## src/rtl/canonical_huffman_table_decoder_top_assert.svh

```systemverilog
// Assertion macros used by the decoder back end
`ifndef CANONICAL_HUFFMAN_TABLE_DECODER_TOP_ASSERT_SVH
`define CANONICAL_HUFFMAN_TABLE_DECODER_TOP_ASSERT_SVH
`ifndef SYNTHESIS
`define CHTD_ASSERT(name, prop) \
	name: assert property (@(posedge clk) disable iff (!arst_n) (prop)) \
		else $error("assertion failed");
`define CHTD_ASSERT_NEXT(name, pre, post) \
	name: assert property (@(posedge clk) disable iff (!arst_n) (pre) |=> (post)) \
		else $error("assertion failed");
`else
`define CHTD_ASSERT(name, prop)
`define CHTD_ASSERT_NEXT(name, pre, post)
`endif
`endif

```

## src/rtl/chtd_pkg.sv

```systemverilog
// Types and constants of the canonical Huffman table decoder
package chtd_pkg;

	localparam logic [1:0] MODE_START = 2'd0;
	localparam logic [1:0] MODE_TABLE = 2'd1;
	localparam logic [1:0] MODE_DATA  = 2'd2;
	localparam logic [1:0] MODE_END   = 2'd3;

	localparam logic [2:0] ST_OK    = 3'd0;
	localparam logic [2:0] ST_LEN   = 3'd1;
	localparam logic [2:0] ST_OVF   = 3'd2;
	localparam logic [2:0] ST_CODE  = 3'd3;
	localparam logic [2:0] ST_EARLY = 3'd4;

	localparam logic [4:0] MAX_LEN_RESET = 5'd12;

	typedef struct packed {
		logic [1:0]  mode;
		logic [7:0]  symbol_value;
		logic [4:0]  code_length;
		logic [7:0]  data_byte;
		logic [23:0] symbol_count;
	} in_t;

	typedef struct packed {
		logic [7:0] decoded_symbol;
		logic       symbol_valid;
		logic       run_last;
		logic       block_done;
		logic [2:0] status;
	} out_t;

	// classified request held in the queue
	typedef struct packed {
		logic        is_start;
		logic        is_table;
		logic        is_data;
		logic [7:0]  symbol_value;
		logic [4:0]  code_length;
		logic [7:0]  data_byte;
		logic [23:0] symbol_count;
	} req_t;

endpackage

```

## src/rtl/chtd_front.sv

```systemverilog
// Front end: accepts requests, classifies them and queues them for the back end
module chtd_front (
	input  logic          clk,
	input  logic          arst_n,
	input  logic          req_valid,
	output logic          req_ready,
	input  chtd_pkg::in_t req_data,
	output logic          q_valid,
	output chtd_pkg::req_t q_data,
	input  logic          q_pop
);

	chtd_pkg::req_t slot_q [2];
	logic           wp_q;
	logic           rp_q;
	logic [1:0]     cnt_q;
	logic           push;
	chtd_pkg::req_t cls;

	// classify the request by mode
	always_comb begin
		cls.is_start     = (req_data.mode == chtd_pkg::MODE_START);
		cls.is_table     = (req_data.mode == chtd_pkg::MODE_TABLE);
		cls.is_data      = (req_data.mode == chtd_pkg::MODE_DATA);
		cls.symbol_value = req_data.symbol_value;
		cls.code_length  = req_data.code_length;
		cls.data_byte    = req_data.data_byte;
		cls.symbol_count = req_data.symbol_count;
	end

	assign req_ready = (cnt_q != 2'd2);
	assign push      = req_valid && req_ready;
	assign q_valid   = (cnt_q != 2'd0);
	assign q_data    = slot_q[rp_q];

	// hold queued payloads
	always_ff @(posedge clk) begin
		if (push) begin
			slot_q[wp_q] <= cls;
		end
	end

	// advance pointers and count
	always_ff @(posedge clk or negedge arst_n) begin
		if (!arst_n) begin
			wp_q  <= 1'b0;
			rp_q  <= 1'b0;
			cnt_q <= 2'd0;
		end else begin
			if (push) begin
				wp_q <= !wp_q;
			end
			if (q_pop) begin
				rp_q <= !rp_q;
			end
			cnt_q <= cnt_q + {1'b0, push} - {1'b0, q_pop};
		end
	end

endmodule

```

## config.mk

```make
export PLATFORM = sky130hd
export DESIGN_NAME = chtd_front
export DESIGN_NICKNAME = d
export VERILOG_FILES = /design/src/rtl/canonical_huffman_table_decoder_top_assert.svh /design/src/rtl/chtd_pkg.sv /design/src/rtl/chtd_front.sv
export SDC_FILE = /design/constraint.sdc
export NUM_CORES = 1
export LEC_CHECK = 0
export BUFFER_PORTS_ARGS = -buffer_cell sky130_fd_sc_hd__buf_2
export CAP_MARGIN = 20
export CORE_MARGIN = 2
export CORE_UTILIZATION = 40
export DETAILED_ROUTE_END_ITERATION = 6
export MAX_ROUTING_LAYER = met4
export PLACE_DENSITY = 0.77
export SLEW_MARGIN = 20
export SYNTH_ARGS = -nofsm -noshare
export SYNTH_HDL_FRONTEND = slang
export SYNTH_SLANG_ARGS = --single-unit
```

## constraint.sdc

```tcl
create_clock -name clk -period 3 [get_ports clk]
set_input_delay 0.15 -clock clk [delete_from_list [all_inputs] [get_ports clk]]
set_output_delay 0.15 -clock clk [all_outputs]
set_load 0.005 [all_outputs]
```

Word level (Yosys, flattened, before mapping)
Memory sizes are Yosys's and may differ from the RTL's.
Index checks and enable logic that the tools add are counted.
Widths: inputs -> output; s select.

cells by class
  add/sub/neg operators = 2
  eq/ne operators = 3
  muxes and demuxes = 2
  reductions and logical operators = 5

operator list
  cell                number
  $add 2x1->2         1
  $eq 2x1->1 const B  1
  $eq 2x2->1 const B  1
  $logic_not 1->1     2
  $logic_not 2->1     1
  $mux 1              2
  $ne 2x2->1 const B  1
  $reduce_bool 2->1   1
  $sub 2x1->2         1
  $logic_and 1x1->1   1

word-level totals
  register bits after elaboration = 4
  RAM bits = 96
  bits of input ports = 51
  output and inout port bits = 50
  word-level logic and storage cells = 16
  memories = 1

memory list
  name    words  bits a word  rd ports  clocked after memory_dff  wr ports  line              text
  slot_q  2      48           1         0                         1         chtd_front.sv:13  chtd_pkg::req_t slot_q [2];

Longest topological paths before layout
  word-level depth = 4
  depth in mapped cells = 5
  gate-level depth less buffers = 5

Least setup slack after synthesis
No wires, ideal clock.

  path type = flip-flop to flip-flop
  start = register cnt_q[0]
  end = memory slot_q[0][0] (netlist bit) (enable)
  library setup time = 0.454 ns
  data arrival time = 2.650 ns
  data required time = 2.546 ns
  setup slack = -0.104 ns
  cell stages (with the launch flop) = 4
  buffers on the path = 0
  clock period less this slack = 3.104 ns
  path through = dfrtp_1 > nand2b_1 > nand2_1 > nor2_1

between the ends
  cells in the longest elaborated chain, start to end = 4

ends and longest elaborated chain
  element                       line              text
  start, declared               chtd_front.sv:16  logic [1:0] cnt_q;
  start signal, assigned        chtd_front.sv:56  cnt_q <= cnt_q + {1'b0, push} - {1'b0, q_pop};
  $ne 2x2->1                    chtd_front.sv:31  assign req_ready = (cnt_q != 2'd2);
  named net req_ready           chtd_front.sv:6   output logic req_ready,
  $logic_and 1x1->1             chtd_front.sv:32  assign push = req_valid && req_ready;
  $mux 1                        chtd_front.sv:38  if (push) begin
  $mux 1 (implied by the code)  chtd_front.sv:39  slot_q[wp_q] <= cls;
  end, declared                 chtd_front.sv:13

The timed path passes the listed nets, and every way through them passes these cells.

==> flow_metrics.py <==
metrics = {
    "status": {
        "status": "finished clean",
    },
    "floorplan": {
        "start_util_pct": 40.7,
        "die-width_um": 100,
        "pin_count": 101,
        "core_mm2": 0.00915,
        "row_count": 35,
        "die_y_um": 100,
        "dieArea_mm2": 0.0101,
    },
    "final_layout": {
        "n_antenna_cell": 0,
        "final_core_util_pct": 55.1,
        "final_nets": 376,
        "drive_above_1_share_pct": 51.7,
        "area_delta_synth_final_pct": 35.6,
        "fillers": 729,
    },
    "timing": {
        "finalSetupTns_ns": 0,
        "rsz0062_at_grt": "no",
        "tightestPinTransition_ns": 0.567,
        "drv_slew": 0,
        "whs_ns": 0.0266,
        "layout_setup_ws_ns": 0.973,
        "fmax_mhz": 493,
        "relSlewSlack_pct": 62.2,
        "finClkSkew_ns": 0.00703,
        "finalSetupViolations": 0,
        "min_period_ns": 2.03,
        "hold_viol_final": 0,
        "fin_crit_sh_pct": 67.6,
    },
    "setup_path": {
        "cp-end-kind": "output pin",
        "cp_num_buf_inv": 2,
        "crit_path_max_fanout": 28,
        "cp_slowest_cell": "dfrtp_2",
        "crit_chain": "buf_12, mux2_2, buf_2",
        "required_ns": 2.85,
        "crit_family": "flip-flops",
        "arrival_ns": 1.88,
        "critPathKind": "register to output pin",
        "max_stage_delay_ns": 0.74,
        "cp-start-kind": "register",
    },
    "logic_synthesis": {
        "syn_nets": 221,
        "synth_top_flop_cell": "edfxtp_1",
        "netlist_instances": 169,
        "synth_common_cells": "edfxtp_1 (96), mux2_2 (38), mux2_4 (10)",
        "synthMostInstantiatedCell": "edfxtp_1",
        "async_flop_share_pct": 4.00,
        "synth_seq_area_share_pct": 80.1,
        "syn_area_mm2": 0.00372,
        "yosysUniqueCellTypes": 19,
        "synth_largest_area_cell": "edfxtp_1",
        "synth_top_area_share_pct": 77.4,
        "ys_ff_latch": 100,
        "postSynthAreaPerCell_um2": 22.0,
        "yosysWarnings": 0,
        "yosys-top-cells-area": "edfxtp_1 (77%), mux2_2 (11%), mux2_4 (4.0%)",
        "synth_edf_count": 96,
    },
    "clock_tree": {
        "cts_made_buffers": 9,
        "clock_sinks": 100,
        "post_cts_buffers": 0,
        "clk_pin_slew_ns": 0.09,
        "cts_max_level": 3,
        "clock_path_buffers": 2,
        "worstSkewPairLatency_ns": 0.35,
        "hold_buffers": 46,
        "cts_root_buf": "clkbuf_8",
        "post_cts_resized": 0,
        "cts_tree": "yes",
    },
    "drt": {
        "drtPass1Iterations": 4,
        "postRouteAntennaNets": 0,
        "met1_length_um": 2800,
        "via_per_inst": 4.65,
        "top_layer_used": "met4",
        "met3_length_um": 232,
        "wl_per_cell_um": 15.3,
        "vias": 2046,
        "routed-wl-met2_um": 3570,
        "first_iter_violations": 28,
        "drc": 0,
        "finalWirelength_um": 6720,
    },
    "power": {
        "powerDensity_mw_per_mm2": 830,
        "power.total_uw": 4190,
        "p_leak_uw": 0.00193,
        "worst_ir_drop_vdd_uv": 486,
    },
    "run": {
        "cap_violations": 0,
    },
    "global_routing": {
        "first_global_vias": 2144,
        "grt_overflow": 0,
        "grt_max_degree": 33,
        "grt.total_usage_pct": 13.9,
        "antenna_found_initial": 0,
        "grt_pass1_wl_um": 10200,
    },
    "hold_path": {
        "min_path_type": "input port to register",
    },
    "placed_design": {
        "place_congestion": 0.724,
        "pre_cts_ws_ns": 1.10,
        "port_buffers": 100,
        "dp_hpwl_um": 4170,
    },
}
==> final cells by class <==
class	count	area, um^2	share of cell area (%)
repair buffers	149	1010	20.0
well taps	111	139	2.75
clock buffers	9	124	2.45
multi-input cells	64	699	13.9
clock inverters	7	91.3	1.81
flip-flops and latches	100	2980	59.1
==> power by group <==
group / internal (uW) / switching, uW
logic: 687 / 541
clock network: 465 / 441
registers: 1910 / 145
==> through the flow <==
stage / cell area, um^2 / std cells
finish: 5050 / 440
global route: 5050 / 440
CTS: 5050 / 440
detailed placement: 4370 / 378
global placement: 4370 / 378
floorplan: 3720 / 169
==> registers in the layout (all words and copies together) (netlist names) <==
signal / cells
wp_q: 1
slot_q: 96
cnt_q: 2
rp_q: 1
==> path summary, 6_finish.rpt <==
kind | startpoint | endpoint | slack, ns | cells after the start
worst min-delay path | q_pop | rp_q$_DFFE_PN0P_ | 0.03 | 2
worst max register to register | cnt_q[0]$_DFF_PN0_ | slot_q[1][0]$_DFFE_PP_ | 1.12 | 3
max in group asynchronous | arst_n | rp_q$_DFFE_PN0P_ | 2.75 | 2
worst min register to register | wp_q$_DFFE_PN0P_ | wp_q$_DFFE_PN0P_ | 0.56 | 1
min in group asynchronous | arst_n | wp_q$_DFFE_PN0P_ | 0.12 | 2
worst max-delay path | rp_q$_DFFE_PN0P_ | q_data[1] | 0.97 | 3
==> cell families (layout without fill, tap and decap cells) <==
kind of cell | Yosys count | in the layout | share of synthesized area, %
compound gates | 2 | 2 | 0.403
mux | 48 | 48 | 15.5
xor+xnor | 4 | 4 | 0.941
simple gates | 9 | 9 | 1.34
fa+ha+maj | 1 | 1 | 0.336
buf+inv | 5 | 165 | 1.31
flops | 100 | 100 | 80.1
==> cell usage in the layout (no fill, tap or decap), drive strengths merged <==
cell         netlist  final
buf                5    103
edfxtp            96     96
mux2              48     48
dlygate4sd3        0     46
clkbuf             0      9
dfrtp              4      4
xnor2              3      3
clkinv             0      3
nor2b              2      2
clkinvlp           0      2
bufinv             0      2
nor2               2      2
nand2b             1      1
nand2              1      1
a21bo              1      1
nor3b              1      1
a21oi              1      1
or2                1      1
and3               1      1
xor2               1      1
ha                 1      1
==> metal layers <==
layer,track usage (%),vias to the layer above
met4,5.69,0
li1,-,975
met5,-,-
met1,15.5,996
met2,24.1,65
met3,3.33,10
==> worst register-to-register path, stage by stage (launching register included) <==
cell	delay, ns
dfrtp_1	0.39
nand2b_1	0.17
and3_2	0.47
buf_4	0.49
No activity file was read; power rests on OpenSTA's default activity.
